$ cat src/hw/rtl/register_datagram_uart_framer_core_assert.svh
// Assertion macros shared by the framer core modules.
// Each macro expects a clock named clk and an active-high reset named rst.
`ifndef REGISTER_DATAGRAM_UART_FRAMER_CORE_ASSERT_SVH
`define REGISTER_DATAGRAM_UART_FRAMER_CORE_ASSERT_SVH

// The consequent must hold in the same cycle as the antecedent.
`define RDUF_ASSERT_SAME(lbl, ante, cons, msg) \
  lbl: assert property (@(posedge clk) disable iff (rst) (ante) |-> (cons)) else $error(msg);

// The consequent must hold in the cycle after the antecedent.
`define RDUF_ASSERT_NEXT(lbl, ante, cons, msg) \
  lbl: assert property (@(posedge clk) disable iff (rst) (ante) |=> (cons)) else $error(msg);

`endif

$ cat src/hw/rtl/rduf_pkg.sv
`default_nettype none

package rduf_pkg;

  // Action codes carried on the input tuser.
  localparam logic [1:0] ACT_WRITE = 2'd0;
  localparam logic [1:0] ACT_READ  = 2'd1;
  localparam logic [1:0] ACT_RX    = 2'd2;

  // Result kinds carried on the output tuser.
  localparam logic KIND_TX       = 1'b0;
  localparam logic KIND_RESPONSE = 1'b1;

  // Register indexes on the configuration channel.
  localparam logic REG_NODE_ADDRESS   = 1'b0;
  localparam logic REG_CRC_POLYNOMIAL = 1'b1;

  localparam logic [7:0] NODE_ADDRESS_RESET = 8'h00;
  localparam logic [7:0] CRC_POLY_RESET     = 8'h07;

  // Datagram sync bytes.
  localparam logic [7:0] WRITE_SYNC = 8'hA5;
  localparam logic [7:0] READ_SYNC  = 8'h55;
  localparam logic [7:0] RESP_SYNC  = 8'h05;

  // Bytes after the sync byte that precede the CRC byte.
  localparam logic [2:0] WRITE_BODY_BYTES = 3'd6;
  localparam logic [2:0] READ_BODY_BYTES  = 3'd2;

  // Receive counts loaded when a sync byte is seen in idle.
  localparam logic [2:0] WRITE_ECHO_LEFT = 3'd7;
  localparam logic [2:0] READ_ECHO_LEFT  = 3'd3;
  localparam logic [2:0] RESP_LEFT       = 3'd7;

  typedef enum logic [1:0] {
    RX_IDLE    = 2'd0,
    RX_SKIP    = 2'd1,
    RX_COLLECT = 2'd2
  } rx_phase_t;

  // Control from the top level to the transmit framer.
  typedef struct packed {
    logic start;
    logic advance;
    logic is_write;
  } fr_ctrl_t;

  // Byte the framer presents in the current cycle, and whether it has more.
  typedef struct packed {
    logic       busy;
    logic       last;
    logic [7:0] data;
  } fr_stat_t;

  // Completed response from the receive deframer.
  typedef struct packed {
    logic        valid;
    logic        crc_ok;
    logic [31:0] data;
  } rx_res_t;

  // CRC-8, left shifting, data bits taken LSB first.
  function automatic logic [7:0] crc8_byte(input logic [7:0] crc, input logic [7:0] data,
                                           input logic [7:0] poly);
    logic [7:0] c;
    logic       fb;
    c = crc;
    for (int i = 0; i < 8; i++) begin
      fb = c[7] ^ data[i];
      c  = {c[6:0], 1'b0};
      if (fb) begin
        c = c ^ poly;
      end
    end
    return c;
  endfunction

endpackage

`default_nettype wire

$ cat src/hw/rtl/rduf_tx_framer.sv
`default_nettype none
`include "register_datagram_uart_framer_core_assert.svh"

module rduf_tx_framer
  import rduf_pkg::*;
(
  input  wire logic        clk,
  input  wire logic        rst,
  input  wire logic [7:0]  node_address,
  input  wire logic [7:0]  crc_polynomial,
  input  wire logic [7:0]  reg_address,
  input  wire logic [31:0] write_value,
  input  wire fr_ctrl_t    ctrl,
  output fr_stat_t         stat
);

  logic        busy;
  logic        busy_next;
  logic [2:0]  left;
  logic [2:0]  left_next;
  logic [47:0] body;
  logic [47:0] body_next;
  logic [7:0]  crc;
  logic [7:0]  crc_next;
  logic [7:0]  sync;

  assign sync = ctrl.is_write ? WRITE_SYNC : READ_SYNC;

  always_comb begin
    busy_next = busy;
    left_next = left;
    body_next = body;
    crc_next  = crc;
    stat.busy = busy;
    stat.last = 1'b0;
    stat.data = body[47:40];
    if (ctrl.start) begin
      // The sync byte leaves now; the rest waits in the body shifter.
      stat.data = sync;
      busy_next = 1'b1;
      left_next = ctrl.is_write ? WRITE_BODY_BYTES : READ_BODY_BYTES;
      body_next = {node_address, reg_address,
                   (ctrl.is_write ? write_value : 32'h0000_0000)};
      crc_next  = crc8_byte(8'h00, sync, crc_polynomial);
    end else if (left == 3'd0) begin
      stat.data = crc;
      stat.last = 1'b1;
      if (ctrl.advance) begin
        busy_next = 1'b0;
      end
    end else if (ctrl.advance) begin
      crc_next  = crc8_byte(crc, body[47:40], crc_polynomial);
      body_next = {body[39:0], 8'h00};
      left_next = left - 3'd1;
    end
  end

  always_ff @(posedge clk) begin
    if (rst) begin
      busy <= 1'b0;
      left <= 3'd0;
    end else begin
      busy <= busy_next;
      left <= left_next;
    end
    body <= body_next;
    crc  <= crc_next;
  end

  `RDUF_ASSERT_NEXT(a_start_busy, ctrl.start, busy, "framer did not go busy after start")
  `RDUF_ASSERT_NEXT(a_crc_ends, busy && ctrl.advance && left == 3'd0 && !ctrl.start, !busy,
                    "framer still busy after its CRC byte")

endmodule

`default_nettype wire

$ cat src/hw/rtl/rduf_rx_deframer.sv
`default_nettype none
`include "register_datagram_uart_framer_core_assert.svh"

module rduf_rx_deframer
  import rduf_pkg::*;
(
  input  wire logic       clk,
  input  wire logic       rst,
  input  wire logic [7:0] crc_polynomial,
  input  wire logic       step,
  input  wire logic [7:0] rx_byte,
  output rx_res_t         res
);

  rx_phase_t   phase;
  rx_phase_t   phase_next;
  logic [2:0]  remaining;
  logic [2:0]  remaining_next;
  logic [7:0]  crc;
  logic [7:0]  crc_next;
  logic [31:0] payload;
  logic [31:0] payload_next;

  // Next state.
  always_comb begin
    phase_next     = phase;
    remaining_next = remaining;
    crc_next       = crc;
    payload_next   = payload;
    if (step) begin
      unique case (phase)
        RX_SKIP: begin
          remaining_next = remaining - 3'd1;
          if (remaining_next == 3'd0) begin
            phase_next = RX_IDLE;
          end
        end
        RX_COLLECT: begin
          if (remaining <= 3'd1) begin
            phase_next     = RX_IDLE;
            remaining_next = 3'd0;
          end else begin
            crc_next = crc8_byte(crc, rx_byte, crc_polynomial);
            if (remaining <= 3'd5) begin
              payload_next = {payload[23:0], rx_byte};
            end
            remaining_next = remaining - 3'd1;
          end
        end
        default: begin
          phase_next = RX_IDLE;
          if (rx_byte == WRITE_SYNC) begin
            phase_next     = RX_SKIP;
            remaining_next = WRITE_ECHO_LEFT;
          end else if (rx_byte == READ_SYNC) begin
            phase_next     = RX_SKIP;
            remaining_next = READ_ECHO_LEFT;
          end else if (rx_byte == RESP_SYNC) begin
            phase_next     = RX_COLLECT;
            remaining_next = RESP_LEFT;
            payload_next   = 32'h0000_0000;
            crc_next       = crc8_byte(8'h00, rx_byte, crc_polynomial);
          end
        end
      endcase
    end
  end

  // Outputs: a response completes on its CRC byte.
  always_comb begin
    res.valid  = step && phase == RX_COLLECT && remaining <= 3'd1;
    res.crc_ok = rx_byte == crc;
    res.data   = payload;
  end

  always_ff @(posedge clk) begin
    if (rst) begin
      phase     <= RX_IDLE;
      remaining <= 3'd0;
      crc       <= 8'h00;
      payload   <= 32'h0000_0000;
    end else begin
      phase     <= phase_next;
      remaining <= remaining_next;
      crc       <= crc_next;
      payload   <= payload_next;
    end
  end

  `RDUF_ASSERT_SAME(a_skip_count, phase == RX_SKIP, remaining != 3'd0,
                    "echo skip with nothing left to skip")

endmodule

`default_nettype wire

$ cat src/hw/rtl/register_datagram_uart_framer_core.sv
// Register datagram UART framer and deframer with CRC-8.
// Input words arrive on s_*: tuser is the action (write request, read request or
// received line byte) and tdata carries the register address, write data and line byte.
// Result words leave on m_*: tuser is the kind (transmit byte or read response), tlast
// marks the final byte of a datagram and is always set on a response.
// Configuration is written on cfg_*: index 0 is the node address, index 1 the CRC-8
// polynomial; writes are always accepted and should be made while the block is idle.
// An accepted word is held in the input register, and its first result word is registered in
// the output register.
// A write request yields eight transmit words, one per cycle unless the receiver stalls,
// and a read request four; the transmit framer serializes them, so the next word leaves
// the input register once the framer is idle and the output register has room, and
// datagrams follow each other with no gap. A received byte gives at most one word.
// Reset clears the node address to zero, the polynomial to 0x07 and the receive scanner
// to idle, and empties both registers. When the receiver stalls, the output register
// holds its word, the framer pauses and the input register fills, then tready drops.
`default_nettype none
`include "register_datagram_uart_framer_core_assert.svh"

module register_datagram_uart_framer_core
  import rduf_pkg::*;
(
  input  wire logic        clk,
  input  wire logic        rst,
  // Input stream.
  input  wire logic        s_tvalid,
  output logic             s_tready,
  input  wire logic [47:0] s_tdata,   // reg_address[7:0], write_value[39:8], rx_byte[47:40]
  input  wire logic [1:0]  s_tuser,   // action[1:0]
  // Result stream.
  output logic             m_tvalid,
  input  wire logic        m_tready,
  output logic [47:0]      m_tdata,   // tx_byte[7:0], read_value[39:8], crc_ok[40], zero
  output logic [0:0]       m_tuser,   // kind[0]
  output logic             m_tlast,
  // Configuration write channel.
  input  wire logic        cfg_valid,
  output logic             cfg_ready,
  input  wire logic        cfg_index,
  input  wire logic [7:0]  cfg_data
);

  logic [7:0]  node_address;
  logic [7:0]  crc_polynomial;

  // Input register.
  logic        in_valid;
  logic [1:0]  in_action;
  logic [7:0]  in_addr;
  logic [31:0] in_wvalue;
  logic [7:0]  in_rbyte;

  // Output register.
  logic        out_valid;
  logic        out_kind;
  logic [7:0]  out_tx;
  logic        out_last;
  logic [31:0] out_rvalue;
  logic        out_crc_ok;

  logic        out_ok;
  logic        in_take;
  logic        is_req;
  fr_ctrl_t    fr_ctrl;
  fr_stat_t    fr_stat;
  rx_res_t     rx_res;
  logic        rx_step;
  logic        tx_emit;

  assign cfg_ready = 1'b1;

  always_ff @(posedge clk) begin
    if (rst) begin
      node_address   <= NODE_ADDRESS_RESET;
      crc_polynomial <= CRC_POLY_RESET;
    end else if (cfg_valid) begin
      unique case (cfg_index)
        REG_NODE_ADDRESS:   node_address   <= cfg_data;
        REG_CRC_POLYNOMIAL: crc_polynomial <= cfg_data;
        default: ;
      endcase
    end
  end

  // The output register can take a word when it is empty or being drained.
  assign out_ok   = !out_valid || m_tready;
  // An item leaves the input register only when the framer has nothing left to send.
  assign in_take  = in_valid && out_ok && !fr_stat.busy;
  assign s_tready = !in_valid || in_take;
  assign is_req   = in_action == ACT_WRITE || in_action == ACT_READ;
  assign rx_step  = in_take && in_action == ACT_RX;

  assign fr_ctrl.start    = in_take && is_req;
  assign fr_ctrl.advance  = out_ok && fr_stat.busy;
  assign fr_ctrl.is_write = in_action == ACT_WRITE;
  assign tx_emit          = fr_ctrl.start || fr_ctrl.advance;

  always_ff @(posedge clk) begin
    if (rst) begin
      in_valid <= 1'b0;
    end else if (s_tvalid && s_tready) begin
      in_valid <= 1'b1;
    end else if (in_take) begin
      in_valid <= 1'b0;
    end
    if (s_tvalid && s_tready) begin
      in_action <= s_tuser;
      in_addr   <= s_tdata[7:0];
      in_wvalue <= s_tdata[39:8];
      in_rbyte  <= s_tdata[47:40];
    end
  end

  rduf_tx_framer u_tx_framer (
    .clk            (clk),
    .rst            (rst),
    .node_address   (node_address),
    .crc_polynomial (crc_polynomial),
    .reg_address    (in_addr),
    .write_value    (in_wvalue),
    .ctrl           (fr_ctrl),
    .stat           (fr_stat)
  );

  rduf_rx_deframer u_rx_deframer (
    .clk            (clk),
    .rst            (rst),
    .crc_polynomial (crc_polynomial),
    .step           (rx_step),
    .rx_byte        (in_rbyte),
    .res            (rx_res)
  );

  always_ff @(posedge clk) begin
    if (rst) begin
      out_valid <= 1'b0;
    end else if (tx_emit || rx_res.valid) begin
      out_valid <= 1'b1;
    end else if (out_ok) begin
      out_valid <= 1'b0;
    end
    if (tx_emit) begin
      out_kind   <= KIND_TX;
      out_tx     <= fr_stat.data;
      out_last   <= fr_stat.last;
      out_rvalue <= 32'h0000_0000;
      out_crc_ok <= 1'b0;
    end else if (rx_res.valid) begin
      out_kind   <= KIND_RESPONSE;
      out_tx     <= 8'h00;
      out_last   <= 1'b1;
      out_rvalue <= rx_res.data;
      out_crc_ok <= rx_res.crc_ok;
    end
  end

  assign m_tvalid   = out_valid;
  assign m_tdata    = {7'b0, out_crc_ok, out_rvalue, out_tx};
  assign m_tuser[0] = out_kind;
  assign m_tlast    = out_last;

  `RDUF_ASSERT_SAME(a_one_source, tx_emit, !rx_res.valid,
                    "framer and deframer produced a word in the same cycle")
  `RDUF_ASSERT_SAME(a_load_room, tx_emit || rx_res.valid, out_ok,
                    "result loaded while the output register is stalled")
  `RDUF_ASSERT_SAME(a_resp_last, m_tvalid && m_tuser[0] == KIND_RESPONSE, m_tlast,
                    "response word without last")

endmodule

`default_nettype wire
$ cat config.mk
export PLATFORM = sky130hd
export DESIGN_NAME = register_datagram_uart_framer_core
export DESIGN_NICKNAME = d
export VERILOG_FILES = /design/src/hw/rtl/rduf_pkg.sv /design/src/hw/rtl/rduf_tx_framer.sv /design/src/hw/rtl/rduf_rx_deframer.sv /design/src/hw/rtl/register_datagram_uart_framer_core.sv
export VERILOG_INCLUDE_DIRS = /design/src /design/src/hw/rtl
export SDC_FILE = /design/constraint.sdc
export NUM_CORES = 1
export LEC_CHECK = 0
export ABC_AREA = 1
export BUFFER_PORTS_ARGS = -buffer_cell sky130_fd_sc_hd__buf_2
export CORE_ASPECT_RATIO = 0.9
export CORE_MARGIN = 2
export CORE_UTILIZATION = 62
export CTS_BUF_LIST = sky130_fd_sc_hd__clkbuf_4 sky130_fd_sc_hd__clkbuf_8
export CTS_CLUSTER_DIAMETER = 60
export DETAILED_ROUTE_END_ITERATION = 16
export PLACE_DENSITY = 0.85
export SYNTH_ARGS = -nofsm -noshare
export SYNTH_HDL_FRONTEND = slang
export SYNTH_SLANG_ARGS = --single-unit
$ cat constraint.sdc
create_clock -name clk -period 6.2 [get_ports clk]
set_input_delay 0.31 -clock clk [delete_from_list [all_inputs] [get_ports clk]]
set_output_delay 0.31 -clock clk [all_outputs]
set_load 0.03 [all_outputs]
After elaboration in Yosys (flattened, before gate mapping) --
Cells that the tools add are included.
Word-level totals: output and inout bits 53, bits in registers 216, logic and storage cells 301
Cells by class: magnitude comparators 2, bitwise operators 62, mux-type cells 164, reductions and logical operators 35, equality and inequality tests 15, $add $sub $neg 2
Operators with widths (number):
- 8-bit two-way mux | 127
- 8-bit bitwise XOR | 30
- 32-bit two-way mux | 6
- 48-bit two-way mux | 3
- 32-bit case mux with 2 select lines | 1
- 1-bit bitwise XOR | 30
- 3-bit two-way mux | 8
- 8-bit case mux with 2 select lines | 1
- 2-bit nonzero test | 6
- 1-bit two-way mux | 10
- 2-bit two-way mux | 5
- 2-bit AND reduction | 5
- 9-bit two-way mux | 1
- 8-bit by 3-bit == test with 1-bit output (second input constant) | 1
- 8-bit by 7-bit == test with 1-bit output (second input constant) | 1
- 8-bit == test | 1
- 8-bit == test (second input constant) | 1
- 1-bit logical AND | 8
- 2-bit inequality test (second input constant) | 4
- 7-bit AND reduction | 1
- 3-bit zero test | 2
- 2-bit by 1-bit inequality test with 1-bit output (second input constant) | 3
- 3-bit case mux with 2 select lines | 1
- 6-bit AND reduction | 1
- other kinds (13) | 23

Depth between registers and ports, before layout --
depth after elaboration 54, gate-level depth with buffers 30, depth with buffers taken out 29

Cells and area by module --
Synthesis repeated with hierarchy kept, for this count alone.
Second synthesis, totals: cell total of the unflattened synthesis 1789, area total of the unflattened synthesis 13208.9 um^2
Modules (own cells, without submodules):
- rduf_tx_framer | area an instance 4845.9 um^2, seq. area each 1761.7 um^2, cells an instance 701, times used 1
- rduf_rx_deframer | area an instance 4573.1 um^2, seq. area each 900.9 um^2, cells an instance 760, times used 1
- register_datagram_uart_framer_core | area an instance 3789.9 um^2, seq. area each 2812.7 um^2, cells an instance 328, times used 1

Worst setup path after synthesis --
OpenSTA, ideal clock, no wires.
kind reg-to-reg, start point register out_valid (netlist: m_tvalid), end point register out_last (netlist: m_tlast) (data pin), clock period less this slack 4.941 ns, arrival 4.547 ns, library setup time 0.394 ns, stages on the path, launching flop included 12, slack 1.259 ns, path buffers 1, cells stage by stage dfxtp_1 -> inv_1 -> nor2_1 -> nor3_1 -> inv_1 -> nor2_1 -> inv_1 -> clkbuf_1 -> nand2_1 -> inv_1 -> nor2_1 -> inv_1
On the way: longest elaborated chain between the ends 7
Ends and longest elaborated chain:
- start: declaration | line register_datagram_uart_framer_core.sv:54 | logic out_valid;
- start signal: assignment | line register_datagram_uart_framer_core.sv:136 | out_valid <= 1'b0;
- start signal: assignment | line register_datagram_uart_framer_core.sv:138 | out_valid <= 1'b1;
- start signal: assignment | line register_datagram_uart_framer_core.sv:140 | out_valid <= 1'b0;
- 1-bit zero test (*) | line register_datagram_uart_framer_core.sv:86 | assign out_ok = !out_valid || m_tready;
- 1-bit logical OR (*) | line register_datagram_uart_framer_core.sv:86
- 1-bit logical AND (2 in series) | line register_datagram_uart_framer_core.sv:88 | assign in_take = in_valid && out_ok && !fr_stat.busy;
- 1-bit logical AND | line register_datagram_uart_framer_core.sv:93 | assign fr_ctrl.start = in_take && is_req;
- 1-bit two-way mux or 1-bit logical OR (tied branches) | line rduf_tx_framer.sv:37, register_datagram_uart_framer_core.sv:96
- 1-bit two-way mux (*) | line register_datagram_uart_framer_core.sv:142 | if (tx_emit) begin
- end signal: assignment | line register_datagram_uart_framer_core.sv:145 | out_last <= fr_stat.last;
- end: declaration | line register_datagram_uart_framer_core.sv:57 | logic out_last;
Mark *: on every way between the ends. The rest lies on a longest branch, timed or not. A chain may end at the register's enable or synchronous reset.

Worst setup path after layout --
start point register crc_polynomial[7], end point register u_rx_deframer.crc[7]
On the way: longest elaborated chain between the ends 54
Ends and longest elaborated chain:
- start: declaration | line register_datagram_uart_framer_core.sv:44 | logic [7:0] crc_polynomial;
- start signal: assignment | line register_datagram_uart_framer_core.sv:79 | REG_CRC_POLYNOMIAL: crc_polynomial <= cfg_data;
- 8-bit two-way mux | line rduf_pkg.sv:71 | if (fb) begin
- 8-bit two-way mux | line rduf_rx_deframer.sv:58 | end else if (rx_byte == RESP_SYNC) begin
- 8-bit two-way mux | line rduf_rx_deframer.sv:55 | end else if (rx_byte == READ_SYNC) begin
- 8-bit two-way mux | line rduf_rx_deframer.sv:52 | if (rx_byte == WRITE_SYNC) begin
- 8-bit two-way mux | line rduf_rx_deframer.sv:31 | unique case (phase)
- 8-bit two-way mux | line rduf_rx_deframer.sv:30 | if (step) begin
- 1-bit bitwise XOR | line rduf_pkg.sv:69 | fb = c[7] ^ data[i];
- 8-bit two-way mux | line rduf_pkg.sv:71
- [38 not listed]
- 8-bit two-way mux | line rduf_rx_deframer.sv:31
- 8-bit two-way mux | line rduf_rx_deframer.sv:30
- 8-bit bitwise XOR or 1-bit bitwise XOR (tied branches) | line rduf_pkg.sv:72, rduf_pkg.sv:69
- 8-bit two-way mux | line rduf_pkg.sv:71
- 8-bit two-way mux | line rduf_rx_deframer.sv:58
- 8-bit two-way mux | line rduf_rx_deframer.sv:55
- 8-bit two-way mux | line rduf_rx_deframer.sv:52
- 8-bit case mux with 2 select lines (*) | line rduf_rx_deframer.sv:31
- end signal: assignment | line rduf_rx_deframer.sv:85 | crc <= crc_next;
- end: declaration | line rduf_rx_deframer.sv:19 | logic [7:0] crc;
Mark *: on every way between the ends. The rest lies on a longest branch, timed or not. The select of a mux whose other input is x is not followed.

==> results.toml <==
[run_status]
status = "complete, no violations"

[synthesis]
yosysWarnings = 0
syn-instance-count = 1635
ys.flop_type = "edfxtp_1"
synth.distinct_cells = 44
yosysSeqAreaShare_pct = 43.7
synth_top_family_by_area = "simple AND/OR/NAND/NOR gates"
synth_mux_area_share_pct = 0
synth_edf_count = 115
synth_compound_area_share_pct = 7.68
yosys.area_share.simple_pct = 29.4
synth.ff_latch_count = 216
synth-xor-area-share_pct = 11.5
synth_adder_area_share_pct = 0.599
async_flop_share_pct = 0
syn_avg_cell_area_um2 = 7.67
syn-cell-area_um2 = 12500

[timing]
rsz0062_at_grt = "no"
max_freq_ghz = 0.221
fin_crit_sh_pct = 73.0
setup_viol = 0
period_minus_slack_ns = 4.53
tightestPinTransition_ns = 1.18
slew_headroom_pct = 20.9
drv_slew = 0
fin_setup_tns_ns = 0
finalHoldViolations = 0
fin_skew_ns = 0.0212

[worst_setup_path]
path_delay_family = "simple AND/OR/NAND/NOR gates"
arrival_ns = 5.01
worstSetupStartpointType = "flop"
max_stage_delay_ns = 0.97
endpoint_kind = "flop"
worstPathRequired_ns = 6.69
worstPathCellList = "buf_4, nand3_2, nand3_1, nand2_1, nand2_1, nand2_1, nand2_1, nand2_2, nor2_1, nand2_1, nand2_2, nor2_1, nand2_2, nand2_4, nor2_2, nand2_2, nand3_2, xor2_1, nand2_1, nand2_1, nand3_1, a21oi_1"
path_common_cell = "nand2_1"
worst-setup-path-type = "reg -> reg"
path_buf_inv = 1
crit_slowest_cell = "dfxtp_1"
critPathMaxFanout = 23

[global_route]
grt_pass1_wl_mm = 56.3
grt_overflow = 0
grtUsageTotal_pct = 32.9
grt_max_degree = 56
grt_pass1_vias = 11100
antenna_found_initial = 1

[final_layout]
fin_util_pct = 71.8
seqCellArea_um2 = 5480
fin_nets = 1832
multiInputGateArea_um2 = 6220
drive_above_1_share_pct = 13.1
num-fill-cells = 1420
area_growth_syn_to_layout_pct = 14.1

[clock_tree]
h-tree-depth = 1
cts_buffers = 30
clockBufferDepth = 3
cts_resized = 0
clock_latency_ns = 0.57
cts_tree = "done"
root_buffer = "clkbuf_8"
cts_sinks = 216
clk_pin_slew_ns = 0.07

[place]
hpwl_mm = 21.2
gp_congestion = 0.910
port_buffers = 108

[die]
core_um2 = 19900
die_x_um = 154
io_pins = 117
initial_core_util_pct = 62.9
rows = 49
die_h_um = 139
die-area_um2 = 21400

[pwr]
power_leakage_nw = 6.28
p_int_mw = 2.67
p_total_mw = 4.12
power_frac_seq_pct = 39.8
p_clk_share_pct = 27.7
p_comb_share_pct = 32.5
p_switching_mw = 1.45
p_sw_share_pct = 35.2
power_density_nw_per_um2 = 288
vdd_drop_max_v = 0.000331

[drt]
vias = 11700
dr.first_iter.drc_count = 1184
routed_wirelength_mm = 35.5
wl_met3_mm = 3.20
routed.top_layer = "met4"
met2_length_mm = 17.0
route.detailed.drc = 0
m1WireLength_mm = 13.8
drt_first_pass_iters = 5
route.detailed.wl_per_inst_um = 17.4
vias_per_cell = 5.74
ant_nets = 0

[worst_hold_path]
hold_path_class = "in -> reg"

[flow_run]
max_cap_viol_count = 0
sequential cells by signal (all words and copies together) (netlist names), 8 cells and up:
| signal | flops |
|---|---|
| out_tx | 8 |
| in_addr | 8 |
| u_tx_framer.crc | 8 |
| in_wvalue | 32 |
| node_address | 8 |
| crc_polynomial | 8 |
| in_rbyte | 8 |
| out_rvalue | 32 |
| u_rx_deframer.payload | 32 |
| u_rx_deframer.crc | 8 |
| u_tx_framer.body | 48 |
synthesized netlist by cell type (4+ instances only):
master | number | area [µm²]
o21ai_0 | 79 | 395
nor2_1 | 207 | 777
clkinv_1 | 4 | 15.0
or2_2 | 4 | 25.0
o21bai_1 | 5 | 37.5
nand3_2 | 7 | 70.1
a211oi_1 | 7 | 52.6
nand2_2 | 16 | 100
xor2_1 | 87 | 762
buf_4 | 14 | 105
xnor2_1 | 74 | 648
a31oi_1 | 8 | 50.1
nor2_2 | 4 | 25.0
ha_1 | 6 | 75.1
nand4_1 | 36 | 225
nand2_4 | 9 | 101
nor3_1 | 5 | 25.0
inv_2 | 6 | 22.5
buf_2 | 15 | 75.1
clkbuf_1 | 53 | 199
nand3b_1 | 5 | 37.5
nand3_1 | 125 | 626
nand2_1 | 436 | 1640
buf_1 | 8 | 30.0
edfxtp_1 | 115 | 3450
dfxtp_1 | 101 | 2020
inv_1 | 111 | 417
a21oi_1 | 63 | 315
cell families (layout without fill, tap and decap cells):
logic type                 after synthesis  count (layout)
and+or+nand+nor                        859             859
DFF                                    216             216
buffers and inverters                  213             354
AOI/OAI and AO/OA                      176             176
xor gates and xnor gates               163             163
adders and majority gates                6               6
other                                    2               9
power groups by stage:
stage          combinational [mW]  clock [mW]  sequential (mW)
2_1_floorplan                1.01           0             1.67
3_3_place_gp                 1.23           0             1.66
3_5_place_dp                 1.26           0             1.66
4_1_cts                      1.30        1.12             1.63
5_1_grt                      1.48        1.21             1.64
6_report                     1.34        1.14             1.64
per-layer routing:
| layer | vias to the layer above | track usage (%) |
|---|---|---|
| met4 | 0 | 14.9 |
| met5 | - | 0 |
| li1 | 5522 | - |
| met1 | 5397 | 43.0 |
| met2 | 669 | 54.5 |
| met3 | 113 | 4.78 |
metrics by stage:
stage | instance area [µm²] | worst slack [ns] | hold slack [ns] | cells
floorplan | 12600 | 1.26 | 0.409 | 1641
global placement | 13100 | 2.01 | 0.451 | 1930
detailed placement | 13100 | 1.79 | 0.458 | 1930
CTS | 14300 | 1.77 | 0.000230 | 2037
global route | 14300 | 1.17 | 0.0595 | 2038
finish | 14300 | 1.67 | 0.0282 | 2038
worst register-to-register path: stages (launching register included):
cell	delay, ns
dfxtp_1	0.97
buf_4	0.42
nand3_2	0.16
nand3_1	0.11
nand2_1	0.06
nand2_1	0.32
nand2_1	0.10
nand2_1	0.13
nand2_2	0.12
nor2_1	0.11
nand2_1	0.09
nand2_2	0.16
nor2_1	0.07
nand2_2	0.14
nand2_4	0.10
nor2_2	0.11
nand2_2	0.09
nand3_2	0.09
xor2_1	0.62
nand2_1	0.12
nand2_1	0.10
nand3_1	0.09
a21oi_1	0.16
cell usage in the layout (no fill, tap or decap), drive strengths merged:
master / instances
nand2: 461
nor2: 213
nand3: 132
buf: 126
inv: 118
edfxtp: 115
dfxtp: 101
xor2: 88
o21ai: 84
xnor2: 75
a21oi: 64
dlygate4sd3: 55
clkbuf: 48
nand4: 36
a31oi: 8
conb: 8
a211oi: 7
clkinv: 7
ha: 6
nand3b: 5
o21bai: 5
nor3: 5
or2: 4
o211ai: 3
nor4: 3
diode: 1
a21o: 1
a21boi: 1
o22ai: 1
o221a: 1
a221oi: 1
path summary, 6_finish.rpt:
kind                                                        startpoint  depth (start not counted)                                     end  slack (ns)
worst min-delay path                                       cfg_data[7]                          3            node_address[7]$_SDFFE_PP0P_        0.03
worst max-delay path                    crc_polynomial[7]$_SDFFE_PP0P_                         22       u_rx_deframer.crc[7]$_SDFFE_PP0P_        1.67
worst min register to register  u_rx_deframer.payload[29]$_SDFFE_PP0P_                          2  u_rx_deframer.payload[29]$_SDFFE_PP0P_        0.47
worst max register to register          crc_polynomial[7]$_SDFFE_PP0P_                         22       u_rx_deframer.crc[7]$_SDFFE_PP0P_        1.67
final cells by class:
class                           instances  share of cell area, %
Multi-Input combinational cell       1212                   43.5
Sequential cell                       216                   38.3
Timing Repair Buffer                  181                   8.57
Clock buffer                           48                   4.09
Inverter                              121                   3.17
Tap cell                              255                   2.23
Clock inverter                          4                  0.157
Antenna cell                            1                 0.0175
what timing repair did:
item,CTS,global route
hold endpoints to repair,56,0
hold buffers,55,0
setup buffers,0,0
Power figures use the tool's default switching activity.
